==> src/rtl/tcgr_ram.sv <==
// tcgr_ram: generic single-write, single-read RAM with registered read data.
// No dependencies.
`default_nettype none

module tcgr_ram #(
    parameter int WIDTH = 8,
    parameter int DEPTH = 256
) (
    input  wire logic                     clk,
    input  wire logic                     we,
    input  wire logic [$clog2(DEPTH)-1:0] waddr,
    input  wire logic [WIDTH-1:0]         wdata,
    input  wire logic                     re,
    input  wire logic [$clog2(DEPTH)-1:0] raddr,
    output logic      [WIDTH-1:0]         rdata
);

    logic [WIDTH-1:0] store_reg [DEPTH];
    logic [WIDTH-1:0] rdata_reg;

    always_ff @(posedge clk)
    begin
        if (we)
        begin
            store_reg[waddr] <= wdata;
        end
        if (re)
        begin
            rdata_reg <= store_reg[raddr];
        end
    end

    assign rdata = rdata_reg;

endmodule

`default_nettype wire

==> config.mk <==
export PLATFORM = sky130hd
export DESIGN_NAME = tcgr_ram
export DESIGN_NICKNAME = d
export VERILOG_FILES = /design/src/rtl/tcgr_ram.sv
export SDC_FILE = /design/constraint.sdc
export NUM_CORES = 2
export LEC_CHECK = 0
export BUFFER_PORTS_ARGS = -buffer_cell sky130_fd_sc_hd__buf_2
export CORE_ASPECT_RATIO = 0.7
export CORE_MARGIN = 4
export CORE_UTILIZATION = 40
export CTS_CLUSTER_SIZE = 40
export DETAILED_ROUTE_END_ITERATION = 10
export GPL_TIMING_DRIVEN = 0
export HOLD_SLACK_MARGIN = 0.12
export PLACE_DENSITY = 0.59
export SKIP_CTS_REPAIR_TIMING = 1
export SLEW_MARGIN = 25
export SYNTH_ARGS = -nofsm -noshare
export SYNTH_HDL_FRONTEND = slang
export SYNTH_SLANG_ARGS = --single-unit
==> constraint.sdc <==
create_clock -name clk -period 3.6 [get_ports clk]
set_input_delay 0.54 -clock clk [delete_from_list [all_inputs] [get_ports clk]]
set_output_delay 0.54 -clock clk [all_outputs]
set_load 0.03 [all_outputs]
## Word level (Yosys, flattened, before mapping)

Memory sizes are Yosys's and may differ from the RTL's. A register that Yosys moved wholly into a read port is not among the register bits.
Cells that the tools add are included.

- Bits in registers: 0
- Logic and storage cells: 3
- Memories: 1
- RAM bits: 2048
- Input bits: 27

Memory list:

| memory | words | bits a word | rd ports | clocked after memory_dff | write ports | line | source |
|---|---|---|---|---|---|---|---|
| store_reg | 256 | 8 | 1 | 1 | 1 | 18 | `logic [WIDTH-1:0] store_reg [DEPTH];` |

- Multiplexer cells: 2

Operators with widths:

| operator | count |
|---|---|
| $mux W1 | 2 |

## Longest topological paths before layout

- Word-level depth: 2
- Depth in mapped cells: 11
- Gate-level depth less buffers: 6

## Worst setup path after synthesis

Ideal clock, no wire load.

- Path kind: in2reg
- Start point: input port raddr[0]
- End point: register rdata_reg[2], in the netlist rdata[2], read port of store_reg, data pin
- Path slack: 0.984 ns
- Stages on the path: 9
- Arrival: 2.347 ns
- Cells stage by stage: buf_6 buf_12 buf_8 buf_2 mux4_2 a22oi_1 a21oi_1 nor4_1 nor4_2

RTL lines:

| item | line | source |
|---|---|---|
| start: declaration | 14 | `input wire logic [$clog2(DEPTH)-1:0] raddr,` |
| end: declaration | 19 | `logic [WIDTH-1:0] rdata_reg;` |

==> metrics.csv <==
metric,value,unit
outcome,"finished, violations left",
failing checks,setup timing,
Setup Slack @ Placement,-1.71,ns
I/O pins,35,
CTS tree,done,
detailed placer's ending HPWL,171,mm
placed insts,6424,
XOR/XNOR share of the synthesized area,0,
Longest Clk Path Bufs,4,
number of core rows,136,
main flop type after synthesis,edfxtp_1,
Synth Area in Adders,0,
initial antenna violation count,26,
clk root buf,clkbuf_16,
post-synthesis mux area share,0.146,
Simple-Gate Fraction of Synth Area,0.0263,
Period minus WS final,3.75,ns
largest net degree at the start of global routing,117,
Relative slew margins,0.182,
Yosys cell types,54,
layout cells sized above 1,0.242,
fin util,0.459,
H-tree depth,4,
cell area power density,544,mW/mm²
clock sinks,2056,
most frequent cells in the layout,"edfxtp_1 (2056), mux4_2 (454), nor2_1 (257)",
DIE HEIGHT,381,µm
Leak Pwr,27.7,nW
WL final,251,mm
Post-Layout Cell Count,6773,
largest family of logic cells by synthesized area,multiplexers,
Hold Path Class,in2reg,
max capacitance violation total,0,
Initial Utilization,0.404,
Mean Syn Cell Area,21.3,µm²
FILL cells,16300,
die area,0.206,mm²
Max Clk Rate,0.267,GHz
CP endpoint,rdata[4]$_DFFE_PP_,
Detail Route Antenna Nets,0,
synthesized area,0.0796,mm²
R2R Path Start,store_reg[83][3]$_DFFE_PP_,
CP peak stage delay,0.82,ns
"Buf+Inv Stages, Crit Path",3,
"Area growth, synth to finish",13.7,%
core footprint,0.197,mm²
worst path required time,4.12,ns
Setup WS post-layout,-0.150,ns
CTS Buf Count,194,
Crit. path cell count,9,
Slew Limit Fails,0,
post-synth net total,3760,
share of the yosys chip area belonging to registers,0.775,
port bufs,27,
Syn Inst Count,3733,
via count,42300,
slowest cell on the critical path,nor4_1,
routability congestion estimate,0.918,
register bit total from synthesis,2056,
CP endpoint kind,register,
vias per cell,6.25,
Worst R2R End,rdata[3]$_DFFE_PP_,
crit share post-route,1.04,
final hold violations,0,
footprint of the multi-input gates,0.0167,mm²
count of flip-flops with a built-in enable after synthesis,2056,
crit path DAT,4.27,ns
grt total ovfl,0,
WL/cell,37.1,µm
CP startpoint,raddr[2],
Synth Area in Compound Gates,0.0342,
Clock transition at path regs,0.06,ns
Initial DRC Count,7191,
Reg area,0.0617,mm²
worst hold slack,0.129,ns
worst skew pair latency,0.85,ns
Chip Width,541,µm
max FFs per register,2048,
CP Max Fanout,10,
Final setup viols,6,
Post-route DRC,0,
Max Clock Skew,0.0363,ns
Post-synth ARST share,0,
"delay-heaviest family, CP",simple AND/OR/NAND/NOR gates,
layout net count,4029,
crit path kind,in2reg,
synth warn,0,
Peak VDD IR,444,µV
"commonest non-fill, non-tap cell in the layout",edfxtp_1,
unrepaired setup endpoints after global routing,true,
internal reg-to-reg setup slack,0.31,ns
critical path startpoint category,primary input,
setup_tns,-0.618,ns
R2R depth,6,
Worst-Margin Slew,1.22,ns
crit-path cells,buf_2 -> clkbuf_4 -> or3b_2 -> clkbuf_1 -> o22ai_1 -> o21ai_0 -> nand3_1 -> nor4_1 -> nor4_4,
number of global-route vias before repair,40300,
first-pass GRT wire length,339,mm
Pre-Repair DR Iteration Count,6,
GRT Util Overall,0.239,
[synth_stat cells, types with 5 or more instances]
master,count,area [µm²]
edfxtp_1,2056,61700
mux4_2,454,10200
nor2_1,282,1060
mux2i_1,134,1340
a22oi_1,133,998
clkbuf_1,111,417
a21oi_1,96,480
o221ai_1,46,403
nand3_1,34,170
nand2_1,33,124
buf_2,31,155
nor2b_1,31,194
o22ai_1,28,175
buf_4,27,203
nor4_1,24,150
buf_1,22,82.6
nor3_1,22,110
buf_6,21,236
a211oi_1,16,120
a221oi_1,13,114
buf_8,13,195
nand4_1,10,62.6
o211ai_1,10,75.1
o21ai_0,10,50.1
a22o_1,8,70.1
buf_12,8,160
nand2b_1,8,50.1
and2_1,6,37.5
o22a_1,5,43.8
[stage by stage]
stage | area, µm² | total power [mW]
4_1_cts | 90200 | 49.2
3_3_place_gp | 83100 | 29.8
5_1_grt | 90500 | 50.4
6_report | 90500 | 49.2
3_5_place_dp | 84300 | 29.8
2_1_floorplan | 79600 | 28.2
[kinds of logic (layout without fill, tap and decap cells)]
| family | Yosys count | after routing |
|---|---|---|
| buffers and inverters | 235 | 646 |
| AND/OR/NAND/NOR | 466 | 466 |
| multiplexers | 591 | 591 |
| flip-flops | 2056 | 2056 |
| other | 0 | 7 |
| AO/OA/AOI/OAI | 385 | 385 |
[layout make-up]
type / instances / share of cell area
flip-flops and latches: 2056 / 0.682
multi-input cells: 1442 / 0.185
clock buffers: 226 / 0.0552
well taps: 2622 / 0.0362
plain buffers: 233 / 0.0170
repair buffers: 73 / 0.0146
clock inverters: 112 / 0.00981
diodes: 7 / 0.000194
inverters: 2 / 0.0000829
[worst register-to-register path, stage by stage (launching register included)]
cell and delay [ns]:
edfxtp_1 0.37, mux4_2 0.49, a22o_1 0.28, a221oi_1 0.72
o32ai_1 0.29, nor3_2 0.61, nor4_2 0.21
[report_power, final]
group	total, mW	internal (mW)	switching (mW)
registers	26.4	26.4	0.0139
logic	3.00	0.920	2.08
clock network	19.8	10.8	9.00
[worst min-delay path by stage]
| stage | start | to | slack (ns) | cells past startpoint |
|---|---|---|---|---|
| 2_1_floorplan | wdata[0] | store_reg[0][0]$_DFFE_PP_ | 0.64 | 0 |
| 5_1_grt | wdata[5] | store_reg[92][5]$_DFFE_PP_ | 0.13 | 1 |
| 3_5_place_dp | re | rdata[4]$_DFFE_PP_ | 0.89 | 1 |
| 4_1_cts | re | rdata[4]$_DFFE_PP_ | 0.03 | 1 |
| 6_report | wdata[3] | store_reg[107][3]$_DFFE_PP_ | 0.13 | 1 |
| 3_3_place_gp | re | rdata[2]$_DFFE_PP_ | 0.87 | 1 |
[routing by layer]
layer,vias to the layer above,part of all wire,track usage
li1,16300,-,-
met1,22700,0.42,0.368
met2,2928,0.41,0.321
met3,392,0.14,0.0834
met4,2,0.030,0.0653
met5,-,0.000052,0
Power figures use the tool's default switching activity.
