**config.mk**
```make
export PLATFORM = sky130hd
export DESIGN_NAME = tcgr_result_fifo
export DESIGN_NICKNAME = d
export VERILOG_FILES = /design/src/rtl/tcgr_pkg.sv /design/src/rtl/tcgr_result_fifo.sv
export SDC_FILE = /design/constraint.sdc
export NUM_CORES = 1
export LEC_CHECK = 0
export ABC_AREA = 1
export BUFFER_PORTS_ARGS = -buffer_cell sky130_fd_sc_hd__buf_2
export CAP_MARGIN = 0
export CORE_UTILIZATION = 52
export DETAILED_ROUTE_END_ITERATION = 6
export PLACE_DENSITY = 0.76
export REMOVE_ABC_BUFFERS = 1
export SLEW_MARGIN = 20
export SYNTH_ARGS = -nofsm -noshare
export SYNTH_HDL_FRONTEND = slang
export SYNTH_SLANG_ARGS = --single-unit
export TNS_END_PERCENT = 1
```
**constraint.sdc**
```tcl
create_clock -name clk -period 2.8 [get_ports clk]
set_input_delay 0.84 -clock clk [delete_from_list [all_inputs] [get_ports clk]]
set_output_delay 0.84 -clock clk [all_outputs]
set_load 0.005 [all_outputs]
```
**src/rtl/tcgr_pkg.sv**
```systemverilog
// tcgr_pkg: shared constants, codes and types of the text console glyph renderer.
// Used by every module under rtl/ but tcgr_ram; depends on nothing.
`default_nettype none

package tcgr_pkg;

    // Font geometry
    localparam int GLYPH_HEIGHT = 16;
    localparam int GLYPH_WIDTH  = 8;
    localparam int FONT_CHARS   = 256;
    localparam int STORE_DEPTH  = FONT_CHARS * GLYPH_HEIGHT;
    localparam int STORE_AW     = $clog2(STORE_DEPTH);
    localparam int ROW_W        = $clog2(GLYPH_HEIGHT);

    // Screen limits
    localparam logic [12:0] WIDTH_MIN  = 13'd8;
    localparam logic [12:0] WIDTH_MAX  = 13'd4096;
    localparam logic [12:0] HEIGHT_MIN = 13'd16;
    localparam logic [12:0] HEIGHT_MAX = 13'd4096;
    localparam logic [12:0] ROWS_MAX   = 13'd256;

    // Queues (depths are powers of two)
    localparam int CMDQ_DEPTH = 2;
    localparam int CMDQ_PTR_W = $clog2(CMDQ_DEPTH);
    localparam int CMDQ_LVL_W = $clog2(CMDQ_DEPTH + 1);
    localparam int OUT_DEPTH  = 4;
    localparam int OUT_PTR_W  = $clog2(OUT_DEPTH);
    localparam int OUT_LVL_W  = $clog2(OUT_DEPTH + 1);
    localparam int OUT_SUM_W  = OUT_LVL_W + 1;

    // Configuration register indexes
    localparam int CFG_IDX_W = 2;
    localparam logic [CFG_IDX_W-1:0] REG_SCREEN_WIDTH  = 2'd0;
    localparam logic [CFG_IDX_W-1:0] REG_SCREEN_HEIGHT = 2'd1;

    // Input command codes
    localparam logic [1:0] CMD_PUT    = 2'd0;
    localparam logic [1:0] CMD_LOAD   = 2'd1;
    localparam logic [1:0] CMD_COMMIT = 2'd2;

    // Special character codes
    localparam logic [7:0] CODE_NULL      = 8'd0;
    localparam logic [7:0] CODE_BACKSPACE = 8'd8;
    localparam logic [7:0] CODE_NEWLINE   = 8'd10;

    // Result kinds
    localparam logic [1:0] KIND_GLYPH  = 2'd0;
    localparam logic [1:0] KIND_SCROLL = 2'd1;
    localparam logic [1:0] KIND_REPORT = 2'd2;

    typedef enum logic [2:0] {
        OP_NULL,
        OP_PRINT,
        OP_NEWLINE,
        OP_BACKSPACE,
        OP_LOAD,
        OP_COMMIT
    } op_t;

    typedef enum logic [1:0] {
        ST_IDLE,
        ST_GLYPH,
        ST_SCROLL
    } back_state_t;

    // Classified command between front and back
    typedef struct packed {
        op_t                 op;
        logic                blank;
        logic [STORE_AW-1:0] addr;
        logic [7:0]          bits;
    } cmd_t;

    typedef struct packed {
        logic [12:0] left;
        logic [12:0] top;
        logic [12:0] right;
        logic [12:0] bottom;
    } rect_t;

    typedef struct packed {
        logic [1:0]  kind;
        logic [11:0] pixel_x;
        logic [11:0] pixel_y;
        logic [7:0]  pattern;
        logic        dirty_valid;
        rect_t       rect;
        logic        last;
    } result_t;

    // Screen geometry derived from the configuration registers
    typedef struct packed {
        logic [9:0]  cols;
        logic [8:0]  rows;
        logic [12:0] width;
        logic [12:0] height;
    } geom_t;

    // Font store access from the back end
    typedef struct packed {
        logic                we;
        logic [STORE_AW-1:0] waddr;
        logic [7:0]          wdata;
        logic                re;
        logic [STORE_AW-1:0] raddr;
    } ram_req_t;

endpackage

`default_nettype wire

```
**src/rtl/tcgr_result_fifo.sv**
```systemverilog
// tcgr_result_fifo: small queue of finished result items toward the output ports.
// Depends on tcgr_pkg.
`default_nettype none

module tcgr_result_fifo (
    input  wire logic                        clk,
    input  wire logic                        rst_n,
    input  wire logic                        wr_en,
    input  wire tcgr_pkg::result_t           wr_data,
    input  wire logic                        pop,
    output logic                             empty,
    output tcgr_pkg::result_t                rd_data,
    output logic [tcgr_pkg::OUT_LVL_W-1:0]   level
);

    tcgr_pkg::result_t                  fifo_reg [tcgr_pkg::OUT_DEPTH];
    logic [tcgr_pkg::OUT_PTR_W-1:0]     wr_ptr_reg, wr_ptr_next;
    logic [tcgr_pkg::OUT_PTR_W-1:0]     rd_ptr_reg, rd_ptr_next;
    logic [tcgr_pkg::OUT_LVL_W-1:0]     count_reg, count_next;
    logic                               rd;

    // The back end never writes without room, so no full check here
    assign empty   = (count_reg == '0);
    assign rd      = pop && !empty;
    assign rd_data = fifo_reg[rd_ptr_reg];
    assign level   = count_reg;

    always_comb
    begin
        wr_ptr_next = wr_en ? tcgr_pkg::OUT_PTR_W'(wr_ptr_reg + 1'b1) : wr_ptr_reg;
        rd_ptr_next = rd ? tcgr_pkg::OUT_PTR_W'(rd_ptr_reg + 1'b1) : rd_ptr_reg;
        count_next  = tcgr_pkg::OUT_LVL_W'(count_reg + tcgr_pkg::OUT_LVL_W'(wr_en)
                                           - tcgr_pkg::OUT_LVL_W'(rd));
    end

    always_ff @(posedge clk or negedge rst_n)
    begin
        if (!rst_n)
        begin
            wr_ptr_reg <= '0;
            rd_ptr_reg <= '0;
            count_reg  <= '0;
        end
        else
        begin
            wr_ptr_reg <= wr_ptr_next;
            rd_ptr_reg <= rd_ptr_next;
            count_reg  <= count_next;
        end
    end

    always_ff @(posedge clk)
    begin
        if (wr_en)
        begin
            fifo_reg[wr_ptr_reg] <= wr_data;
        end
    end

endmodule

`default_nettype wire

```
Yosys cells after proc, flatten, opt, wreduce, memory -nomap -nowiden
Memories as Yosys holds them, arrays and structs flattened.
Index checks and enable logic that the tools add are counted.
Widths: inputs -> output; s select.
{ "op_classes": {"add_sub_neg": 4, "n_mux": 2, "reduce_logical": 3} }
{ "op_table": {"columns": ["operator", "n"], "rows": [
  ["$add 2x1->2 const B", 2],
  ["$add 3x1->3", 1],
  ["$logic_not 3->1", 1],
  ["$sub 3x1->3", 1],
  ["$mux 1", 2],
  ["$logic_and 1x1->1", 1],
  ["$logic_not 1->1", 1]
]} }
{ "totals": {"ff_bits": 7, "ram_bits": 352, "in_bits": 92, "output_inout_bits": 92, "word_cells": 13, "n_memories": 1} }
{ "memory_table": {"columns": ["name", "words", "width", "read_ports", "rd_clocked_by_memory_dff", "wr", "line", "rtl"], "rows": [
  ["fifo_reg", 4, 88, 1, 0, 1, "tcgr_result_fifo.sv:16", "tcgr_pkg::result_t fifo_reg [tcgr_pkg::OUT_DEPTH];"]
]} }

Depth between registers and ports, before layout
{ "depth": {"word_depth": 4, "depth_mapped": 12, "ltp_nobuf": 12} }

Worst setup path after synthesis
OpenSTA, ideal clock, no wires.
{ "synth_timing": {"path_type": "input to register", "from": "input wr_en", "to": "memory fifo_reg[0][0] in the netlist's numbering (enable)", "setup_ps": 442, "t_arrival_ps": 2837, "required_time_ps": 2358, "path_slack_ps": -479, "cell_stages": 3, "path_buffers": 1, "cell_sequence": "clkbuf_1 > nand2_1 > inv_1"} }
{ "synth_via": {"elab_chain_len": 2} }
{ "synth_lines": {"columns": ["item", "line", "rtl"], "rows": [
  ["from (decl)", "tcgr_result_fifo.sv:8", "input wire logic wr_en,"],
  ["$mux 1", "tcgr_result_fifo.sv:54", "if (wr_en)"],
  ["$mux 1 (implied by the code)", "tcgr_result_fifo.sv:56", "fifo_reg[wr_ptr_reg] <= wr_data;"],
  ["to (decl)", "tcgr_result_fifo.sv:16", null]
]} }
No other way between the ends.

==> results.py <==
metrics = {
    "cts": {
        "worstSkewPairLatency_ns": 0.51,
        "clkSinkCount": 359,
        "cts_tree": "built",
        "clk_pin_slew_ns": 0.06,
        "clockBufferDepth": 3,
        "h-tree-depth": 2,
        "cts-root-buf": "clkbuf_16",
        "holdBufCountCts": 0,
        "cts_buffers": 38,
    },
    "grt": {
        "grt_max_degree": 74,
        "grt-ovfl-total": 0,
        "grt_pass1_wl_mm": 44.06,
        "grt_util_all_layers_pct": 20.16,
        "first_global_vias": 8615,
        "antenna_found_initial": 7,
    },
    "floorplan": {
        "io_pins": 184,
        "placementRows": 60,
        "initial_core_util_pct": 52.92,
        "die_y_um": 167.4,
        "dieArea_um2": 28020,
        "core_region_area_um2": 26880,
        "dieWidth_um": 167.4,
    },
    "sta": {
        "maxSlewViolCount": 0,
        "setup_violations": 0,
        "max_freq_mhz": 358.2,
        "final.setup_skew_ns": 0.01945,
        "fin_crit_ns": 2.792,
        "worstMarginPinSlew_ns": 0.5233,
        "hold_viol": 0,
        "rsz0062_at_grt": "true",
        "fin_crit_sh_pct": 99.70,
        "relSlewSlack_pct": 65.11,
        "setup_ws_ns": 0.008498,
    },
    "routing": {
        "wl_mm": 30.91,
        "drt.antenna.violating_nets": 0,
        "wl_per_cell_um": 17.66,
        "drt_iter0_markers": 588,
        "drc": 0,
        "viasPerCell": 5.184,
        "drt_first_pass_iters": 5,
        "vias": 9072,
    },
    "synth": {
        "syn_avg_cell_area_um2": 12.19,
        "synth_area_um2": 14220,
        "synth_cells": 1167,
        "synth-seq-area-share_pct": 75.55,
        "ys_ff_latch": 359,
        "yosys-top-cells-area": "edfxtp_1, nand2_1, o21ai_0, nor2_1, inv_1",
        "synth_top_area_share_pct": 74.32,
        "yosys_warnings": 0,
        "synth_cell_types": 20,
        "yosysTopAreaCell": "edfxtp_1",
    },
    "power": {
        "cellLeakagePower_nw": 7.019,
        "peakVddDrop_uv": 641.7,
        "power_density_nw_per_um2": 1082,
        "power.total_mw": 18.79,
    },
    "critical_path": {
        "startpoint_type": "register",
        "worstPathCellList": "clkbuf_16, clkbuf_16, nor2_2, nor2_1, o21ai_1, nand2_1, buf_2",
        "cp_common_cell": "clkbuf_16",
        "slowest_delay_ns": 0.57,
        "crit_fanout": 9,
        "critPathRequiredTime_ns": 1.96,
        "cp-end-kind": "output pin",
        "worstPathArrival_ns": 1.95,
        "worst-path-buf-inv": 3,
        "critPathKind": "register to output pin",
        "cp_num_cells": 7,
        "cpLargestDelayFamily": "flip-flops",
        "crit_slowest_cell": "dfrtp_4",
        "worst_r2r_path_depth": 10,
    },
    "final_layout": {
        "final_cell_mix": "edfxtp_1, nand2_1, buf_2",
        "mostFrequentLayoutCell": "edfxtp_1",
        "fin_nets": 1477,
        "syn2layout_area_growth_pct": 22.14,
        "drive_above_1_share_pct": 22.17,
        "largest_reg_flops": 352,
    },
    "placement": {
        "hpwl_mm": 16.70,
        "io_buffers": 183,
        "pre_cts_ws_ns": 0.4563,
        "place_congestion": 0.7307,
    },
    "flow_run": {
        "drv_cap": 0,
    },
    "outcome": {
        "outcome": "completed",
    },
    "min_path": {
        "worstHoldPathType": "primary input to asynchronous set/reset pin",
    },
}
==> stage by stage <==
step	util, %	hold WS (ns)	setup TNS (ns)	std cells	instance area, um2
finish	64.64	0.1552	0	1750	17370
global route	64.62	0.1478	-1.612	1748	17370
CTS	62.58	0.1385	-0.01839	1725	16820
detailed placement	58.19	0.5301	0	1659	15640
global placement	58.19	0.5152	0	1659	15640
floorplan	-	0.4489	-446.13	1109	13870
==> kinds of logic after synthesis <==
logic type	Yosys count	synth area share, %
xor+xnor	3	0.1848
buf+inv	162	5.234
simple gates	459	12.13
fa+ha+maj	7	0.6686
flops	359	75.55
compound gates	177	6.229
==> Yosys cell counts <==
| cell type | instances |
|---|---|
| o21ai_0 | 147 |
| clkinv_1 | 1 |
| fa_1 | 1 |
| xor2_1 | 2 |
| nand3_1 | 2 |
| inv_1 | 102 |
| buf_1 | 3 |
| o21ai_1 | 30 |
| ha_1 | 6 |
| xnor2_1 | 1 |
| buf_2 | 13 |
| edfxtp_1 | 352 |
| dfrtp_1 | 7 |
| nor2_1 | 177 |
| nand2_1 | 280 |
| buf_4 | 3 |
| inv_2 | 1 |
| buf_6 | 13 |
| buf_8 | 1 |
| clkbuf_1 | 25 |
==> report_power, final <==
| group | switching (mW) | internal (mW) |
|---|---|---|
| logic | 4.05 | 2.72 |
| clock network | 1.89 | 2.82 |
| registers | 0.283 | 7.03 |
| total | 6.23 | 12.6 |
==> final timing paths <==
kind                               startpoint  slack, ns            end
worst max-delay path            rd_ptr_reg[0]      0.008    rd_data[84]
worst min register to register  rd_ptr_reg[1]       0.51  rd_ptr_reg[1]
max in group asynchronous               rst_n       2.46  rd_ptr_reg[0]
worst max register to register       level[1]       0.81       level[1]
min in group clk                rd_ptr_reg[1]       0.51  rd_ptr_reg[1]
worst min-delay path                    rst_n       0.16       level[2]
==> cell type report <==
type | instances | area (um2)
Fill cell | 1968 | 9504
Sequential cell | 359 | 10750
Clock buffer | 52 | 1025
Tap cell | 341 | 426.7
Multi-Input combinational cell | 646 | 2831
Clock inverter | 13 | 133.9
Inverter | 104 | 427.9
Timing Repair Buffer | 229 | 1763
Antenna cell | 6 | 15.01
==> metal layers <==
metal | share of wire [%] | global-route usage, %
met4 | 2.4 | 7.300
met3 | 7.5 | 5.058
met2 | 49 | 33.99
met5 | 0.074 | 0
met1 | 41 | 25.33
==> repair_timing <==
item                                    4_1_cts  5_1_grt
cloned                                        0       12
pin swaps                                     0       14
buffers inserted                              1        7
endpoints found under the setup margin       66       80
resized for setup                             5       95
Power figures use the tool's default switching activity.
