<file path="src/rtl/tcgr_pkg.sv">
// tcgr_pkg: shared constants, codes and types of the text console glyph renderer.
// Used by every module under rtl/ but tcgr_ram; depends on nothing.
`default_nettype none

package tcgr_pkg;

    // Font geometry
    localparam int GLYPH_HEIGHT = 16;
    localparam int GLYPH_WIDTH  = 8;
    localparam int FONT_CHARS   = 256;
    localparam int STORE_DEPTH  = FONT_CHARS * GLYPH_HEIGHT;
    localparam int STORE_AW     = $clog2(STORE_DEPTH);
    localparam int ROW_W        = $clog2(GLYPH_HEIGHT);

    // Screen limits
    localparam logic [12:0] WIDTH_MIN  = 13'd8;
    localparam logic [12:0] WIDTH_MAX  = 13'd4096;
    localparam logic [12:0] HEIGHT_MIN = 13'd16;
    localparam logic [12:0] HEIGHT_MAX = 13'd4096;
    localparam logic [12:0] ROWS_MAX   = 13'd256;

    // Queues (depths are powers of two)
    localparam int CMDQ_DEPTH = 2;
    localparam int CMDQ_PTR_W = $clog2(CMDQ_DEPTH);
    localparam int CMDQ_LVL_W = $clog2(CMDQ_DEPTH + 1);
    localparam int OUT_DEPTH  = 4;
    localparam int OUT_PTR_W  = $clog2(OUT_DEPTH);
    localparam int OUT_LVL_W  = $clog2(OUT_DEPTH + 1);
    localparam int OUT_SUM_W  = OUT_LVL_W + 1;

    // Configuration register indexes
    localparam int CFG_IDX_W = 2;
    localparam logic [CFG_IDX_W-1:0] REG_SCREEN_WIDTH  = 2'd0;
    localparam logic [CFG_IDX_W-1:0] REG_SCREEN_HEIGHT = 2'd1;

    // Input command codes
    localparam logic [1:0] CMD_PUT    = 2'd0;
    localparam logic [1:0] CMD_LOAD   = 2'd1;
    localparam logic [1:0] CMD_COMMIT = 2'd2;

    // Special character codes
    localparam logic [7:0] CODE_NULL      = 8'd0;
    localparam logic [7:0] CODE_BACKSPACE = 8'd8;
    localparam logic [7:0] CODE_NEWLINE   = 8'd10;

    // Result kinds
    localparam logic [1:0] KIND_GLYPH  = 2'd0;
    localparam logic [1:0] KIND_SCROLL = 2'd1;
    localparam logic [1:0] KIND_REPORT = 2'd2;

    typedef enum logic [2:0] {
        OP_NULL,
        OP_PRINT,
        OP_NEWLINE,
        OP_BACKSPACE,
        OP_LOAD,
        OP_COMMIT
    } op_t;

    typedef enum logic [1:0] {
        ST_IDLE,
        ST_GLYPH,
        ST_SCROLL
    } back_state_t;

    // Classified command between front and back
    typedef struct packed {
        op_t                 op;
        logic                blank;
        logic [STORE_AW-1:0] addr;
        logic [7:0]          bits;
    } cmd_t;

    typedef struct packed {
        logic [12:0] left;
        logic [12:0] top;
        logic [12:0] right;
        logic [12:0] bottom;
    } rect_t;

    typedef struct packed {
        logic [1:0]  kind;
        logic [11:0] pixel_x;
        logic [11:0] pixel_y;
        logic [7:0]  pattern;
        logic        dirty_valid;
        rect_t       rect;
        logic        last;
    } result_t;

    // Screen geometry derived from the configuration registers
    typedef struct packed {
        logic [9:0]  cols;
        logic [8:0]  rows;
        logic [12:0] width;
        logic [12:0] height;
    } geom_t;

    // Font store access from the back end
    typedef struct packed {
        logic                we;
        logic [STORE_AW-1:0] waddr;
        logic [7:0]          wdata;
        logic                re;
        logic [STORE_AW-1:0] raddr;
    } ram_req_t;

endpackage

`default_nettype wire

</file>
<file path="src/rtl/tcgr_front.sv">
// tcgr_front: accepts input items, classifies them and queues them for the back end.
// Depends on tcgr_pkg.
`default_nettype none

module tcgr_front (
    input  wire logic        clk,
    input  wire logic        rst_n,
    input  wire logic        push,
    output logic             full,
    input  wire logic [1:0]  command,
    input  wire logic [7:0]  char_code,
    input  wire logic [3:0]  font_row,
    input  wire logic [7:0]  font_bits,
    output tcgr_pkg::cmd_t   head,
    output logic             head_valid,
    input  wire logic        head_pop
);

    tcgr_pkg::cmd_t                       q_reg [tcgr_pkg::CMDQ_DEPTH];
    logic [tcgr_pkg::CMDQ_PTR_W-1:0]      wr_ptr_reg, wr_ptr_next;
    logic [tcgr_pkg::CMDQ_PTR_W-1:0]      rd_ptr_reg, rd_ptr_next;
    logic [tcgr_pkg::CMDQ_LVL_W-1:0]      count_reg, count_next;

    tcgr_pkg::cmd_t entry;
    logic           keep;
    logic           wr;
    logic           rd;
    logic           code_in_font;
    logic           row_in_glyph;
    logic [tcgr_pkg::STORE_AW-1:0] base_addr;
    logic [tcgr_pkg::STORE_AW-1:0] load_addr;

    assign code_in_font = (9'(char_code) < 9'(tcgr_pkg::FONT_CHARS));
    assign row_in_glyph = (6'(font_row) < 6'(tcgr_pkg::GLYPH_HEIGHT));
    assign base_addr    = tcgr_pkg::STORE_AW'(int'(char_code) * tcgr_pkg::GLYPH_HEIGHT);
    assign load_addr    = tcgr_pkg::STORE_AW'(int'(char_code) * tcgr_pkg::GLYPH_HEIGHT
                                              + int'(font_row));

    // Classify; unknown commands and out-of-range font loads are dropped here
    always_comb
    begin
        keep        = 1'b0;
        entry.op    = tcgr_pkg::OP_NULL;
        entry.blank = !code_in_font;
        entry.addr  = base_addr;
        entry.bits  = font_bits;
        unique case (command)
            tcgr_pkg::CMD_PUT:
            begin
                keep = 1'b1;
                unique case (char_code)
                    tcgr_pkg::CODE_NULL:      entry.op = tcgr_pkg::OP_NULL;
                    tcgr_pkg::CODE_NEWLINE:   entry.op = tcgr_pkg::OP_NEWLINE;
                    tcgr_pkg::CODE_BACKSPACE: entry.op = tcgr_pkg::OP_BACKSPACE;
                    default:                  entry.op = tcgr_pkg::OP_PRINT;
                endcase
            end
            tcgr_pkg::CMD_LOAD:
            begin
                keep       = code_in_font && row_in_glyph;
                entry.op   = tcgr_pkg::OP_LOAD;
                entry.addr = load_addr;
            end
            tcgr_pkg::CMD_COMMIT:
            begin
                keep     = 1'b1;
                entry.op = tcgr_pkg::OP_COMMIT;
            end
            default:
            begin
                keep = 1'b0;
            end
        endcase
    end

    assign full       = (count_reg == tcgr_pkg::CMDQ_LVL_W'(tcgr_pkg::CMDQ_DEPTH));
    assign head_valid = (count_reg != '0);
    assign head       = q_reg[rd_ptr_reg];
    assign wr         = push && !full && keep;
    assign rd         = head_pop && head_valid;

    always_comb
    begin
        wr_ptr_next = wr ? tcgr_pkg::CMDQ_PTR_W'(wr_ptr_reg + 1'b1) : wr_ptr_reg;
        rd_ptr_next = rd ? tcgr_pkg::CMDQ_PTR_W'(rd_ptr_reg + 1'b1) : rd_ptr_reg;
        count_next  = tcgr_pkg::CMDQ_LVL_W'(count_reg + tcgr_pkg::CMDQ_LVL_W'(wr)
                                            - tcgr_pkg::CMDQ_LVL_W'(rd));
    end

    always_ff @(posedge clk or negedge rst_n)
    begin
        if (!rst_n)
        begin
            wr_ptr_reg <= '0;
            rd_ptr_reg <= '0;
            count_reg  <= '0;
        end
        else
        begin
            wr_ptr_reg <= wr_ptr_next;
            rd_ptr_reg <= rd_ptr_next;
            count_reg  <= count_next;
        end
    end

    always_ff @(posedge clk)
    begin
        if (wr)
        begin
            q_reg[wr_ptr_reg] <= entry;
        end
    end

endmodule

`default_nettype wire

</file>
<file path="config.mk">
export PLATFORM = sky130hd
export DESIGN_NAME = tcgr_front
export DESIGN_NICKNAME = d
export VERILOG_FILES = /design/src/rtl/tcgr_pkg.sv /design/src/rtl/tcgr_front.sv
export SDC_FILE = /design/constraint.sdc
export NUM_CORES = 1
export LEC_CHECK = 0
export ABC_CLOCK_PERIOD_IN_PS = 3200
export BUFFER_PORTS_ARGS = -buffer_cell sky130_fd_sc_hd__buf_2
export CORE_UTILIZATION = 52
export DETAILED_ROUTE_END_ITERATION = 6
export MAX_ROUTING_LAYER = met4
export PLACE_DENSITY = 0.87
export SETUP_SLACK_MARGIN = 0.3
export SYNTH_ARGS = -nofsm -noshare
export SYNTH_HDL_FRONTEND = slang
export SYNTH_SLANG_ARGS = --single-unit
</file>
<file path="constraint.sdc">
create_clock -name clk -period 3.2 [get_ports clk]
set_input_delay 0.48 -clock clk [delete_from_list [all_inputs] [get_ports clk]]
set_output_delay 0.48 -clock clk [all_outputs]
set_load 0.01 [all_outputs]
</file>
After elaboration in Yosys (flattened, before gate mapping)
Memories as Yosys holds them, arrays and structs flattened.
Cells that the tools add are included.
Cells by class
  add/subtract/negate cells: 5
  $mul: 0
  divide/modulo/power cells: 0
  $lt $le $gt $ge: 0
  equal/unequal tests: 5
  shifts and indexed selects: 0
  muxes and demuxes: 6
  bitwise gates (word level): 0
  reductions and logical operators: 8
Operators with widths (count)
  $eq 8x4->1 const B: 2
  $add 12x4->12: 1
  $mux 12: 1
  $pmux 3 s3: 1
  $logic_not 8->1: 1
  $pmux 2 s3: 1
  $eq 2x2->1 const B: 2
  $logic_and 1x1->1: 3
  $mux 1: 3
  $reduce_or 3->1: 1
  $add 1x1->1 const B: 2
  $add 2x1->2: 1
  $eq 2x1->1 const B: 1
  $logic_not 2->1: 1
  $reduce_bool 2->1: 1
  $sub 2x1->2: 1
  $logic_not 1->1: 1
Word-level totals
  register bits: 4
  bits in latches: 0
  bits in writable memories: 46
  ROM bits: 0
  input port bits: 26
  output and inout port bits: 26
  logic and storage cells: 28
  memories: 1
Memories
  q_reg: words 2, bits a word 23, rd ports 1, clocked after Yosys merged registers in 0, wr ports 1, RTL line tcgr_front.sv:19  | tcgr_pkg::cmd_t q_reg [tcgr_pkg::CMDQ_DEPTH];

Longest topological paths before layout
  word-level depth: 6
  depth in mapped cells: 8
  gate-level depth less buffers: 7

Least setup slack after synthesis
OpenSTA, ideal clock, no wires.
  kind: input-to-reg
  start point: in command[0]
  end point: mem q_reg[1][0] in the netlist's numbering (enable)
  setup time: 0.403 ns
  data arrival time: 2.141 ns
  required time: 2.797 ns
  path slack: 0.656 ns
  stages: 4
  buffers on the path: 1
  cell sequence: ha_1 or3b_1 clkbuf_1 nor2_1
Between the ends
  longest elaborated chain between the ends: 6
  elaborated cells on any way between the ends: 8
  those cells by class: eq/ne: 2; mux: 3; reduce/logical: 3
RTL lines
  start, declared: RTL line tcgr_front.sv:10  | input wire logic [1:0] command,
  $eq 2x2->1, or another cell as far along: RTL line tcgr_front.sv:47  | unique case (command)
  $reduce_or 3->1 (no line) *
  $mux 1 *: RTL line tcgr_front.sv:47
  $logic_and 1x1->1 *: RTL line tcgr_front.sv:79  | assign wr = push && !full && keep;
  $mux 1 *: RTL line tcgr_front.sv:108  | if (wr)
  $mux 1 (not written as such) *: RTL line tcgr_front.sv:110  | q_reg[wr_ptr_reg] <= entry;
  end, declared: RTL line tcgr_front.sv:19
Every way passes the cells marked *; elsewhere a longest branch is shown, timed or not.

==> out/metrics.cfg <==
[worst_hold_path]
min_path_type=input pin to flip-flop

[worst_setup_path]
cp_max_fo=24
end_kind=output port
crit_required_ns=2.72
worstPathCellList=mux2_2 > buf_2
cp_num_buf_inv=1
slowest_stage=dfrtp_1
rrSetupSlack_ns=1.26
cp.arrival_ns=1.91
worstSetupPathType=flip-flop to output port
cp-start-kind=flip-flop
cpLargestDelayFamily=flip-flops
cp_slowest_stage_delay_ns=1.03

[pwr]
p_switching_mw=0.5722
power.density_mw_per_mm2=776.2
comb_power_share=0.291
leakage_nw=0.9540
p_sw_frac=0.3037
fin_total_pwr_mw=1.884
internal-power_mw=1.312
power_frac_clock=0.198
p_seq_frac=0.510
ir_drop_v=0.0005241

[job]
max_cap_viol_count=0

[logic_synthesis]
synth_area_mm2=0.002017
yosys-top-cells-area=edfxtp_1, mux2_2, dfrtp_1
synthTopCellsByCount=edfxtp_1, mux2_2, ha_1
yosysMostFrequentCell=edfxtp_1
synth_top_area_share=0.6849
avgSynthCellArea_um2=18.50
syn-num-nets=141
yosys.area.top_type=edfxtp_1
ys_types=21
postSynth.asyncResetShare=0.08000
syn_inst=109
synth_edf_count=46
ys_ff_latch=50
synth_ff_type=edfxtp_1
yosysWarnings=0
ys_seq_area_frac=0.7345

[route]
ant_nets=0
drc=0
routed_via_density=5.047
firstDrtPassIters=4
drtIter0Drc=34
via_count=1075
avgRoutedWirePerCell_um=14.78
wl_mm=3.149

[sta]
holdWs_ns=0.3561
final.setup_skew_ns=0.006611
finalSetupTns_ns=0
rsz0062_at_grt=no
finalSetupViolations=0
relSlewSlack=0.3187
fin_crit_sh=0.7460
finalHoldViolCount=0
fin_crit_ns=2.387
max_freq_mhz=418.9
tightest_slew_ns=1.022
maxSlewViolCount=0

[global_route]
antenna_found_initial=0
grt-ovfl-total=0
grt.total_usage=0.1755
grt_max_degree=25
grt_pass1_vias=1096
grt_pass1_wl_mm=5.009

[clocking]
numCtsBuffers=5
cts_buffer_depth=2
cts-root-buf=clkbuf_8
cts.sinks=50
cts_setup_buffers=0
cts_tree=built
cts_resized=0
htreeDepth=2
clkTransAtPathRegs_ns=0.10
clk_latency_ns=0.31
postCtsHoldBufs=1

[cells_and_area]
diodes=0
area_growth_syn_to_layout_pct=20.35
nNetsFinal=196
fin_area_mm2=0.002427
largest_register_ffs=46
final_layout_size_suffix_gt1_frac=0.5333

[floorplan]
die_x_um=64.28
fp-row-count=22
die_area_mm2=0.004132
dieHeight_um=64.28
start_util=0.5468
design.core.area_mm2=0.003689
boundaryPins=52

[status]
outcome=finished, final reports clean

[placement]
place.gp.congestion=0.6754
portBuffers=50
placed_area_mm2=0.002322
dp_hpwl_mm=2.159

path summary, 6_finish.rpt:
path	from	end	cells past startpoint
max	rd_ptr_reg	head[17]	2
min	font_bits[7]	q_reg[1][7]	1
max reg2reg	count_reg[1]	count_reg[1]	7
min reg2reg	count_reg[1]	count_reg[1]	1
max in group asynchronous	rst_n	rd_ptr_reg	2
min in group asynchronous	rst_n	count_reg[0]	2
worst register-to-register path: cells and delay by family (launching register included):
| kind | cells | cell delay (ns) |
|---|---|---|
| buffers and inverters | 1 | 0.04 |
| XOR/XNOR | 2 | 0.32 |
| flip-flops | 1 | 0.41 |
| adder cells (fa/ha/maj) | 2 | 0.49 |
| AND/OR/NAND/NOR | 2 | 0.60 |
power by group through the flow:
stage | Sequential, mW | Combinational, mW | Clock, mW
3_3_place_gp | 0.966 | 0.544 | 0
5_1_grt | 0.980 | 0.600 | 0.406
3_5_place_dp | 0.977 | 0.552 | 0
2_1_floorplan | 0.906 | 0.411 | 0
6_report | 0.961 | 0.549 | 0.374
4_1_cts | 0.964 | 0.559 | 0.384
cell type report:
class	instances	area, um^2
clock inverter	3	26.28
inverter	4	15.01
clock buffer	5	68.82
fill	266	1261
multi-input combinational	50	500.5
tap	48	60.06
sequential	50	1481
timing repair buffer	53	275.3
routing by layer:
layer	GRT usage	vias up	wire (um)
met5	-	-	0
met4	0.08333	0	48
met3	0.06429	5	196
met2	0.2763	41	1566
met1	0.1983	520	1338
li1	-	509	-
placed cells by master, fill, tap and decap left out:
| cell type | count |
|---|---|
| edfxtp_1 | 46 |
| buf_2 | 50 |
| nor3_1 | 1 |
| and2_1 | 5 |
| inv_6 | 2 |
| buf_4 | 2 |
| xnor2_1 | 3 |
| ha_1 | 6 |
| dlygate4sd3_1 | 1 |
| xor2_1 | 2 |
| clkinv_4 | 1 |
| or4bb_1 | 1 |
| nor2_2 | 2 |
| clkbuf_8 | 5 |
| inv_1 | 4 |
| o41ai_2 | 1 |
| conb_1 | 1 |
| or4_4 | 1 |
| dfrtp_1 | 4 |
| or3b_1 | 1 |
| mux2i_1 | 1 |
| or2_2 | 1 |
| mux2_2 | 23 |
| nor2b_1 | 1 |
cells by family after synthesis:
kind of cell / synth area share
XOR/XNOR: 0.02172
other: 0.001859
AO/OA/AOI/OAI: 0.008067
buffers and inverters: 0.01985
adder cells (fa/ha/maj): 0.03722
flip-flops: 0.7345
AND/OR/NAND/NOR: 0.04343
multiplexers: 0.1334
stage by stage:
step             util  std cells  setup WS, ns
6_report       0.6581        213        0.8127
5_1_grt        0.6581        213        0.6858
4_1_cts        0.6581        213        0.7730
3_5_place_dp   0.6296        204        0.9809
3_3_place_gp   0.6296        204         1.053
2_1_floorplan       -        109        0.6561
(Power assumes the default switching activity.)
