`config.mk`:
```
export PLATFORM = sky130hd
export DESIGN_NAME = tcgr_back
export DESIGN_NICKNAME = d
export VERILOG_FILES = /design/src/rtl/tcgr_pkg.sv /design/src/rtl/tcgr_back.sv
export SDC_FILE = /design/constraint.sdc
export NUM_CORES = 1
export LEC_CHECK = 0
export ABC_AREA = 1
export BUFFER_PORTS_ARGS = -buffer_cell sky130_fd_sc_hd__buf_2
export CAP_MARGIN = 30
export CORE_ASPECT_RATIO = 0.8
export CORE_MARGIN = 3
export CORE_UTILIZATION = 30
export DETAILED_ROUTE_END_ITERATION = 10
export GPL_ROUTABILITY_DRIVEN = 0
export PLACE_DENSITY_LB_ADDON = 0.1
export SETUP_SLACK_MARGIN = 0.15
export SYNTH_ARGS = -nofsm -noshare
export SYNTH_HDL_FRONTEND = slang
export SYNTH_SLANG_ARGS = --single-unit
export TNS_END_PERCENT = 20
```
`constraint.sdc`:
```
create_clock -name clk -period 14.5 [get_ports clk]
set_clock_uncertainty 0.05 [all_clocks]
set_input_delay 2.9 -clock clk [delete_from_list [all_inputs] [get_ports clk]]
set_output_delay 2.9 -clock clk [all_outputs]
set_load 0.05 [all_outputs]
```
`src/rtl/tcgr_pkg.sv`:
```
// tcgr_pkg: shared constants, codes and types of the text console glyph renderer.
// Used by every module under rtl/ but tcgr_ram; depends on nothing.
`default_nettype none

package tcgr_pkg;

    // Font geometry
    localparam int GLYPH_HEIGHT = 16;
    localparam int GLYPH_WIDTH  = 8;
    localparam int FONT_CHARS   = 256;
    localparam int STORE_DEPTH  = FONT_CHARS * GLYPH_HEIGHT;
    localparam int STORE_AW     = $clog2(STORE_DEPTH);
    localparam int ROW_W        = $clog2(GLYPH_HEIGHT);

    // Screen limits
    localparam logic [12:0] WIDTH_MIN  = 13'd8;
    localparam logic [12:0] WIDTH_MAX  = 13'd4096;
    localparam logic [12:0] HEIGHT_MIN = 13'd16;
    localparam logic [12:0] HEIGHT_MAX = 13'd4096;
    localparam logic [12:0] ROWS_MAX   = 13'd256;

    // Queues (depths are powers of two)
    localparam int CMDQ_DEPTH = 2;
    localparam int CMDQ_PTR_W = $clog2(CMDQ_DEPTH);
    localparam int CMDQ_LVL_W = $clog2(CMDQ_DEPTH + 1);
    localparam int OUT_DEPTH  = 4;
    localparam int OUT_PTR_W  = $clog2(OUT_DEPTH);
    localparam int OUT_LVL_W  = $clog2(OUT_DEPTH + 1);
    localparam int OUT_SUM_W  = OUT_LVL_W + 1;

    // Configuration register indexes
    localparam int CFG_IDX_W = 2;
    localparam logic [CFG_IDX_W-1:0] REG_SCREEN_WIDTH  = 2'd0;
    localparam logic [CFG_IDX_W-1:0] REG_SCREEN_HEIGHT = 2'd1;

    // Input command codes
    localparam logic [1:0] CMD_PUT    = 2'd0;
    localparam logic [1:0] CMD_LOAD   = 2'd1;
    localparam logic [1:0] CMD_COMMIT = 2'd2;

    // Special character codes
    localparam logic [7:0] CODE_NULL      = 8'd0;
    localparam logic [7:0] CODE_BACKSPACE = 8'd8;
    localparam logic [7:0] CODE_NEWLINE   = 8'd10;

    // Result kinds
    localparam logic [1:0] KIND_GLYPH  = 2'd0;
    localparam logic [1:0] KIND_SCROLL = 2'd1;
    localparam logic [1:0] KIND_REPORT = 2'd2;

    typedef enum logic [2:0] {
        OP_NULL,
        OP_PRINT,
        OP_NEWLINE,
        OP_BACKSPACE,
        OP_LOAD,
        OP_COMMIT
    } op_t;

    typedef enum logic [1:0] {
        ST_IDLE,
        ST_GLYPH,
        ST_SCROLL
    } back_state_t;

    // Classified command between front and back
    typedef struct packed {
        op_t                 op;
        logic                blank;
        logic [STORE_AW-1:0] addr;
        logic [7:0]          bits;
    } cmd_t;

    typedef struct packed {
        logic [12:0] left;
        logic [12:0] top;
        logic [12:0] right;
        logic [12:0] bottom;
    } rect_t;

    typedef struct packed {
        logic [1:0]  kind;
        logic [11:0] pixel_x;
        logic [11:0] pixel_y;
        logic [7:0]  pattern;
        logic        dirty_valid;
        rect_t       rect;
        logic        last;
    } result_t;

    // Screen geometry derived from the configuration registers
    typedef struct packed {
        logic [9:0]  cols;
        logic [8:0]  rows;
        logic [12:0] width;
        logic [12:0] height;
    } geom_t;

    // Font store access from the back end
    typedef struct packed {
        logic                we;
        logic [STORE_AW-1:0] waddr;
        logic [7:0]          wdata;
        logic                re;
        logic [STORE_AW-1:0] raddr;
    } ram_req_t;

endpackage

`default_nettype wire

```
`src/rtl/tcgr_back.sv`:
```
// tcgr_back: executes classified commands: cursor, dirty rectangle, glyph row reads.
// Depends on tcgr_pkg; drives the font RAM and the result fifo.
`default_nettype none

module tcgr_back (
    input  wire logic                           clk,
    input  wire logic                           rst_n,
    input  wire tcgr_pkg::geom_t                geom,
    input  wire tcgr_pkg::cmd_t                 head,
    input  wire logic                           head_valid,
    output logic                                head_pop,
    output tcgr_pkg::ram_req_t                  ram_req,
    input  wire logic [7:0]                     ram_rdata,
    input  wire logic [tcgr_pkg::OUT_LVL_W-1:0] out_level,
    output logic                                out_wr,
    output tcgr_pkg::result_t                   out_data
);

    tcgr_pkg::back_state_t          state_reg, state_next;
    logic [8:0]                     col_reg, col_next;
    logic [7:0]                     row_reg, row_next;
    logic                           flag_reg, flag_next;
    tcgr_pkg::rect_t                dirty_reg, dirty_next;
    logic [tcgr_pkg::STORE_AW-1:0]  g_addr_reg, g_addr_next;
    logic                           g_blank_reg, g_blank_next;
    logic [11:0]                    g_x_reg, g_x_next;
    logic [11:0]                    g_y_reg, g_y_next;
    logic [tcgr_pkg::ROW_W-1:0]     v_reg, v_next;
    logic                           ev_reg, ev_next;
    tcgr_pkg::result_t              e_reg, e_next;
    logic                           e_ram_reg, e_ram_next;

    logic            space_ok;
    logic [8:0]      eff_col;
    logic [7:0]      eff_row;
    logic [8:0]      last_col;
    logic [7:0]      last_row;
    logic [11:0]     x_cur;
    logic [12:0]     y_cur;
    tcgr_pkg::rect_t glyph_rect;
    tcgr_pkg::rect_t scroll_rect;
    logic            col_wrap;
    logic            row_wrap_g;
    logic            row_wrap_n;
    logic            last_v;

    function automatic tcgr_pkg::rect_t grow(input logic flag, input tcgr_pkg::rect_t cur,
                                             input tcgr_pkg::rect_t add);
        tcgr_pkg::rect_t r;
        r = cur;
        if (!flag)
        begin
            r = add;
        end
        else
        begin
            if (add.left < cur.left)
                r.left = add.left;
            if (add.top < cur.top)
                r.top = add.top;
            if (add.right > cur.right)
                r.right = add.right;
            if (add.bottom > cur.bottom)
                r.bottom = add.bottom;
        end
        return r;
    endfunction

    // Room for one more result beyond the one already in flight
    assign space_ok = (tcgr_pkg::OUT_SUM_W'(out_level) + tcgr_pkg::OUT_SUM_W'(ev_reg))
                      < tcgr_pkg::OUT_SUM_W'(tcgr_pkg::OUT_DEPTH);

    assign last_col = 9'(geom.cols - 10'd1);
    assign last_row = 8'(geom.rows - 9'd1);
    assign eff_col  = (10'(col_reg) >= geom.cols) ? last_col : col_reg;
    assign eff_row  = (9'(row_reg) >= geom.rows) ? last_row : row_reg;

    assign x_cur = 12'(int'(eff_col) * tcgr_pkg::GLYPH_WIDTH);
    assign y_cur = 13'(int'(eff_row) * tcgr_pkg::GLYPH_HEIGHT);

    assign glyph_rect.left   = 13'(x_cur);
    assign glyph_rect.top    = y_cur;
    assign glyph_rect.right  = 13'(x_cur) + 13'(tcgr_pkg::GLYPH_WIDTH);
    assign glyph_rect.bottom = y_cur + 13'(tcgr_pkg::GLYPH_HEIGHT);

    assign scroll_rect.left   = '0;
    assign scroll_rect.top    = '0;
    assign scroll_rect.right  = geom.width;
    assign scroll_rect.bottom = geom.height;

    assign col_wrap   = ((10'(col_reg) + 10'd1) >= geom.cols);
    assign row_wrap_g = ((9'(row_reg) + 9'd1) >= geom.rows);
    assign row_wrap_n = ((9'(eff_row) + 9'd1) >= geom.rows);
    assign last_v     = (v_reg == tcgr_pkg::ROW_W'(tcgr_pkg::GLYPH_HEIGHT - 1));

    always_comb
    begin
        state_next   = state_reg;
        col_next     = col_reg;
        row_next     = row_reg;
        flag_next    = flag_reg;
        dirty_next   = dirty_reg;
        g_addr_next  = g_addr_reg;
        g_blank_next = g_blank_reg;
        g_x_next     = g_x_reg;
        g_y_next     = g_y_reg;
        v_next       = v_reg;
        ev_next      = 1'b0;
        e_next       = e_reg;
        e_ram_next   = 1'b0;
        head_pop     = 1'b0;

        ram_req.we    = 1'b0;
        ram_req.waddr = head.addr;
        ram_req.wdata = head.bits;
        ram_req.re    = 1'b0;
        ram_req.raddr = tcgr_pkg::STORE_AW'(g_addr_reg + tcgr_pkg::STORE_AW'(v_reg));

        unique case (state_reg)
            tcgr_pkg::ST_IDLE:
            begin
                if (head_valid)
                begin
                    unique case (head.op)
                        tcgr_pkg::OP_LOAD:
                        begin
                            ram_req.we = 1'b1;
                            head_pop   = 1'b1;
                        end
                        tcgr_pkg::OP_COMMIT:
                        begin
                            if (space_ok)
                            begin
                                head_pop           = 1'b1;
                                ev_next            = 1'b1;
                                e_next             = '0;
                                e_next.kind        = tcgr_pkg::KIND_REPORT;
                                e_next.dirty_valid = flag_reg;
                                e_next.rect        = dirty_reg;
                                e_next.last        = 1'b1;
                                flag_next          = 1'b0;
                                dirty_next         = '0;
                            end
                        end
                        tcgr_pkg::OP_NULL:
                        begin
                            head_pop = 1'b1;
                            col_next = eff_col;
                            row_next = eff_row;
                        end
                        tcgr_pkg::OP_BACKSPACE:
                        begin
                            head_pop = 1'b1;
                            if (eff_col == '0)
                            begin
                                if (eff_row == '0)
                                begin
                                    col_next = '0;
                                    row_next = '0;
                                end
                                else
                                begin
                                    col_next = last_col;
                                    row_next = eff_row - 8'd1;
                                end
                            end
                            else
                            begin
                                col_next = eff_col - 9'd1;
                                row_next = eff_row;
                            end
                        end
                        tcgr_pkg::OP_NEWLINE:
                        begin
                            if (space_ok)
                            begin
                                head_pop = 1'b1;
                                col_next = '0;
                                if (row_wrap_n)
                                begin
                                    row_next    = last_row;
                                    flag_next   = 1'b1;
                                    dirty_next  = grow(flag_reg, dirty_reg, scroll_rect);
                                    ev_next     = 1'b1;
                                    e_next      = '0;
                                    e_next.kind = tcgr_pkg::KIND_SCROLL;
                                    e_next.last = 1'b1;
                                end
                                else
                                begin
                                    row_next = 8'(9'(eff_row) + 9'd1);
                                end
                            end
                        end
                        tcgr_pkg::OP_PRINT:
                        begin
                            head_pop     = 1'b1;
                            col_next     = eff_col;
                            row_next     = eff_row;
                            flag_next    = 1'b1;
                            dirty_next   = grow(flag_reg, dirty_reg, glyph_rect);
                            g_addr_next  = head.addr;
                            g_blank_next = head.blank;
                            g_x_next     = x_cur;
                            g_y_next     = 12'(y_cur);
                            v_next       = '0;
                            state_next   = tcgr_pkg::ST_GLYPH;
                        end
                        default:
                        begin
                            head_pop = 1'b1;
                        end
                    endcase
                end
            end

            tcgr_pkg::ST_GLYPH:
            begin
                // One glyph row per cycle while the result fifo has room: read now, pattern joins the item next cycle
                if (space_ok)
                begin
                    ram_req.re     = !g_blank_reg;
                    ev_next        = 1'b1;
                    e_ram_next     = !g_blank_reg;
                    e_next         = '0;
                    e_next.kind    = tcgr_pkg::KIND_GLYPH;
                    e_next.pixel_x = g_x_reg;
                    e_next.pixel_y = 12'(g_y_reg + 12'(v_reg));
                    v_next         = tcgr_pkg::ROW_W'(v_reg + 1'b1);
                    e_next.last    = last_v;
                    if (last_v)
                    begin
                        state_next = tcgr_pkg::ST_IDLE;
                        if (col_wrap)
                        begin
                            col_next = '0;
                            if (row_wrap_g)
                            begin
                                row_next    = last_row;
                                e_next.last = 1'b0;
                                state_next  = tcgr_pkg::ST_SCROLL;
                            end
                            else
                            begin
                                row_next = 8'(9'(row_reg) + 9'd1);
                            end
                        end
                        else
                        begin
                            col_next = 9'(10'(col_reg) + 10'd1);
                        end
                    end
                end
            end

            tcgr_pkg::ST_SCROLL:
            begin
                if (space_ok)
                begin
                    flag_next   = 1'b1;
                    dirty_next  = grow(flag_reg, dirty_reg, scroll_rect);
                    ev_next     = 1'b1;
                    e_next      = '0;
                    e_next.kind = tcgr_pkg::KIND_SCROLL;
                    e_next.last = 1'b1;
                    state_next  = tcgr_pkg::ST_IDLE;
                end
            end

            default:
            begin
                state_next = tcgr_pkg::ST_IDLE;
            end
        endcase
    end

    always_comb
    begin
        out_wr           = ev_reg;
        out_data         = e_reg;
        out_data.pattern = e_ram_reg ? ram_rdata : 8'h00;
    end

    always_ff @(posedge clk or negedge rst_n)
    begin
        if (!rst_n)
        begin
            state_reg <= tcgr_pkg::ST_IDLE;
            col_reg   <= '0;
            row_reg   <= '0;
            flag_reg  <= 1'b0;
            dirty_reg <= '0;
            v_reg     <= '0;
            ev_reg    <= 1'b0;
            e_ram_reg <= 1'b0;
        end
        else
        begin
            state_reg <= state_next;
            col_reg   <= col_next;
            row_reg   <= row_next;
            flag_reg  <= flag_next;
            dirty_reg <= dirty_next;
            v_reg     <= v_next;
            ev_reg    <= ev_next;
            e_ram_reg <= e_ram_next;
        end
    end

    always_ff @(posedge clk)
    begin
        g_addr_reg  <= g_addr_next;
        g_blank_reg <= g_blank_next;
        g_x_reg     <= g_x_next;
        g_y_reg     <= g_y_next;
        e_reg       <= e_next;
    end

endmodule

`default_nettype wire

```
==> After elaboration in Yosys (flattened, before gate mapping) <==
Cells that the tools add are included.
{ "totals": {"regBits": 188, "in_bits": 83} }
{ "classes": {"add_sub_neg": 13, "order_cmp": 14, "n_eq_ne": 24, "muxes": 84, "n_reduce_logical": 22} }
{ "ops": {"columns": ["operator", "n"], "rows": [
  ["$mux W88", 6],
  ["$mux W52", 7],
  ["$pmux W88 S3", 1],
  ["$pmux W88 S2", 1],
  ["$pmux W52 S3", 1],
  ["$mux W13", 8],
  ["$pmux W52 S2", 1],
  ["$mux W8", 11],
  ["$mux W9", 8],
  ["$gt A13 B13 Y1", 4],
  ["$reduce_and A8 Y1", 5],
  ["$pmux W9 S3", 1],
  ["$lt A1 B13 Y1 const A", 2],
  ["$lt A12 B13 Y1", 2],
  ["$add A12 B4 Y12", 2],
  ["$pmux W8 S3", 1],
  ["$mux W1", 20],
  ["$add A8 B1 Y9 const B", 2],
  ["$ge A9 B9 Y1", 2],
  ["$pmux W9 S2", 1],
  ["$sub A9 B1 Y9 const B", 2],
  ["$ne A4 B4 Y1 const B", 4],
  ["$pmux W8 S2", 1],
  ["$sub A8 B1 Y8 const B", 2],
  ["40 further kinds", 62]
]} }

==> Depth between registers and ports, before layout <==
{ "depth": {"ltp_word": 9, "mapped_depth": 33, "ltp_nobuf": 32} }

==> Worst setup path after synthesis <==
No wires, ideal clock.
{ "synth_timing": {"path_type": "input to register", "startpoint": "in geom[28] (netlist name)", "endpoint": "reg e_reg (netlist bit out_data[0]), enable pin", "setup_ps": 442, "arrival_ps": 7385, "t_required_ps": 14008, "path_slack_ps": 6623, "stages": 26, "n_path_buf": 1, "path_cell_list": "inv_1 -> ha_1 -> nand2_1 -> nand2_1 -> nand2_1 -> nand3_1 -> nand2_2 -> nand2_4 -> buf_6 -> nand2_2 -> nand2_4 -> inv_1 -> ha_1 -> nand2_1 -> nor2_1 -> nand3_1 -> nand2_1 -> inv_1 -> ha_1 -> nand2_1 -> nor2_1 -> nand3b_1 -> nand4_1 -> nand2_1 -> nand2_1 -> o2111a_1"} }
{ "synth_via": {"elab_chain_cells": 6} }
{ "synth_lines": {"columns": ["element", "line_no", "source"], "rows": [
  ["from (decl)", "tcgr_back.sv:8", "input wire tcgr_pkg::geom_t geom,"],
  ["$ge A8 B9 Y1", "tcgr_back.sv:76", "assign eff_row = (9'(row_reg) >= geom.rows) ? last_row : row_reg;"],
  ["$mux W8", "tcgr_back.sv:76", null],
  ["named net eff_row[0]", "tcgr_back.sv:35", "logic [7:0] eff_row;"],
  ["$add A8 B1 Y9", null, null],
  ["$ge A9 B9 Y1", "tcgr_back.sv:93", "assign row_wrap_n = ((9'(eff_row) + 9'd1) >= geom.rows);"],
  ["$ne A3 B3 Y1 (no source line)", null, null],
  ["$reduce_and A8 Y1 (no source line)", null, null],
  ["to (signal assigned)", "tcgr_back.sv:316", "e_reg <= e_next;"],
  ["to (decl)", "tcgr_back.sv:30", "tcgr_pkg::result_t e_reg, e_next;"]
]} }
The timed path passes the listed nets, and every way through them passes these cells.
A chain may end at the register's enable or synchronous reset.

==> Worst setup path after layout <==
{ "layout_timing": {"startpoint": "in geom[32] (netlist name)", "endpoint": "reg dirty_reg[13] (netlist name)"} }
{ "layout_via": {"elab_chain_cells": 6} }
{ "layout_lines": {"columns": ["element", "line_no", "source"], "rows": [
  ["$ge A8 B9 Y1", "tcgr_back.sv:76", null],
  ["$mux W8", "tcgr_back.sv:76", null],
  ["named net eff_row[0]", "tcgr_back.sv:35", null],
  ["$add A8 B1 Y9", null, null],
  ["$ge A9 B9 Y1", "tcgr_back.sv:93", null],
  ["$ne A3 B3 Y1 (no source line)", null, null],
  ["$reduce_and A8 Y1 (no source line)", null, null],
  ["to (signal assigned)", "tcgr_back.sv:303", "dirty_reg <= dirty_next;"],
  ["to (decl)", "tcgr_back.sv:23", "tcgr_pkg::rect_t dirty_reg, dirty_next;"]
]} }
The timed path passes the listed nets, and every way through them passes these cells.

==> key figures <==
Setup path
  • Critical Path Sink Type: flop
  • Crit-path max cell delay: around 0.7 ns
  • Slowest cell on the critical path: a21oi_1
  • Buf/Inv on CP: 4
  • Worst Setup Start Kind: primary input
  • Critical path required time: approximately 15 ns
  • Setup CP Type: primary input to flop
  • Top delay family on crit path: simple AND/OR/NAND/NOR gates
  • CP max FO: 14
  • CP arrival: 8.39 ns
  • Most frequent CP cell: nand2_1

Clock tree
  • CTS clock-pin slew for the worst setup and hold paths: 0.08 ns
  • TritonCTS clock tree: built
  • CTS max path bufs: 2
  • Clock sinks: about 190
  • Cts repair resizes: 0
  • Clock root buffer: clkbuf_16
  • Total CTS buffers: 17
  • Clk_lat worst skew: between 0.4 and 0.5 ns
  • Count of hold-fix buffers inserted at cts: 0
  • Post-CTS Setup Bufs: 0
  • Htree depth: 4

Cells and area
  • Core Util, Final: between 30% and 40%
  • Final #Nets: 1982
  • Area Growth Syn to Fin: 15.4%
  • Layout cells sized above 1: approximately 16%
  • Most common cell after layout, fill and taps aside: nand2_1
  • Post-Layout Cell Count: between 2000 and 2500
  • Fillcell total: roughly 4500
  • Max reg flops: 77
  • Most frequent cells in the layout: 375 x nand2_1, 226 x inv_1, 186 x buf_2

Hold path
  • Min-delay worst type: flop to flop

Power and ir drop
  • Switch share: 54.7%
  • Leakage: 7.19 nW
  • Cell Pwr Density: approximately 250 nW/µm²
  • Clk pwr share: roughly 14%
  • Pint: around 1.7 mW
  • Logic pwr share: approximately three fifths
  • Seq pwr share: 24.9%
  • Peak supply drop: about 0.000095 V
  • Overall power consumption: around 3.7 mW
  • Psw: 2.00 mW

STA
  • Period Utilization, post-route: between 50% and 60%
  • Min cycle time layout: slightly above 8 ns
  • Unrepaired setup endpoints after global routing: no
  • Fmax: between 100 and 150 MHz
  • Rel. slew slack: a little under two fifths
  • Final hold slack: approximately 0.4 ns
  • Fin. max-slew vios: 0
  • Final setup violating endpoints: 0
  • Total negative setup slack: 0 ns
  • Measured slew at the worst slew-check pin: ~0.94 ns
  • Hold Violations, Final: 0

Floorplanning
  • Die Wd: roughly 240 µm
  • Die area: roughly 45000 µm²
  • Die Height: ~190 µm
  • Site row count: 67
  • Core Area: 42100 µm²
  • Initial Util: between 30 and 40%
  • Ports: between 200 and 250

Yosys
  • #FFs+latches synth: 185
  • Post-synthesis average cell area: 7.93 µm²
  • Yosys top cell area share: about a quarter
  • Synth area leaders: edfxtp_1 25%, dfrtp_1 15%, ha_1 12%
  • Synth unique cells: 56
  • Syn Inst Count: around 1600
  • EDFF count, synth: 107
  • Ys flop type: edfxtp_1
  • Post-synth ARST share: 42.2%
  • Yosys top cell by area: edfxtp_1
  • Synthesized area: about 13000 µm²
  • Sequential area share after synthesis: between 40% and 50%
  • Synthesis warning total: 0

Place
  • Placed cell count: 2308
  • PortBufs: 187
  • Hpwl dp: approximately 33000 µm

GRT
  • GRT overflow: 0
  • Vias in the first global route: ~11000
  • Global-route wire length before repair: 64500 µm
  • Initial antenna violation count: 3
  • Largest net degree at the start of global routing: 60
  • GRT Resource Usage Total: between 10% and 20%

Route
  • Vias per cell: roughly 4.8
  • Drt pass-1 iters: 5
  • Iteration-0 DRC Markers: between 800 and 900
  • Vias: between 10000 and 15000
  • Average wire per standard cell: 18.1 µm
  • DRC Markers: 0
  • Routed Antenna Nets: 0
  • WL final: approximately 42000 µm

Job
  • Max cap viols: 0

Status
  • Status: finished, final reports clean
-- worst paths after layout --
| path | from | to | slack (ns) | depth (start not counted) |
|---|---|---|---|---|
| max in group asynchronous | rst_n | dirty_reg[27] | 10.88 | 2 |
| min in group asynchronous | rst_n | col_reg[6] | 2.27 | 1 |
| max reg2reg | row_reg[4] | dirty_reg[13] | 8.54 | 27 |
| min | g_blank_reg | e_ram_reg | 0.40 | 1 |
| max | geom[32] | dirty_reg[13] | 6.40 | 27 |
| min reg2reg | g_blank_reg | e_ram_reg | 0.40 | 1 |
-- metal layers --
metal	vias to the layer above	global-route usage, %	wire length, µm
met5	-	0	0
met4	0	4.63	783
met3	47	3.22	2010
met2	282	28.3	18300
met1	5300	27.6	21300
li1	5633	-	-
-- stage by stage --
stage | instance area [µm²] | setup slack (ns)
2_1_floorplan | 12800 | 6.62
3_3_place_gp | 14200 | 5.99
3_5_place_dp | 14200 | 5.99
4_1_cts | 14800 | 6.48
5_1_grt | 14800 | 5.68
6_report | 14800 | 6.40
-- cell type report --
class	instances	area, µm²	area share (%)
inverters	242	908	6.14
clock inverters	13	179	1.21
repair buffers	193	983	6.65
diodes	1	2.50	0.0169
multi-input cells	1136	6430	43.5
clock buffers	19	433	2.93
flip-flops and latches	185	5160	34.9
well taps	552	691	4.67
-- worst reg2reg max path, delay by kind of cell, from the launching register on --
kind / cells / cell delay, ns
AO/OA/AOI/OAI: 2 / 1.02
adder cells (fa/ha/maj): 3 / 0.93
buffers and inverters: 1 / 0.08
AND/OR/NAND/NOR: 21 / 3.25
flip-flops: 1 / 0.51
-- synth_stat cells, types with 15 or more instances --
cell / count
nand2_1: 375
inv_1: 226
nor2_1: 175
ha_1: 123
edfxtp_1: 107
nand3_1: 98
a21oi_1: 90
dfrtp_1: 78
o21ai_0: 73
nand4_1: 38
xor2_1: 27
buf_4: 25
clkbuf_1: 20
o21ai_1: 20
nor3_1: 18
inv_2: 15
-- kinds of logic after synthesis --
logic type,share of synthesized area [%]
fa+ha+maj,12.2
simple gates,25.4
compound gates,10.2
xor+xnor,2.19
other cells,0.0292
buf+inv,9.77
flops,40.3
-- power by group through the flow --
stage | Combinational (mW) | Sequential (mW) | Clock (mW)
global route | 2.50 | 0.933 | 0.542
finish | 2.24 | 0.909 | 0.506
CTS | 2.24 | 0.910 | 0.521
detailed placement | 2.24 | 0.921 | 0
floorplan | 1.28 | 1.25 | 0
global placement | 2.23 | 0.921 | 0
Note: power is estimated with default switching activity, not from simulation.
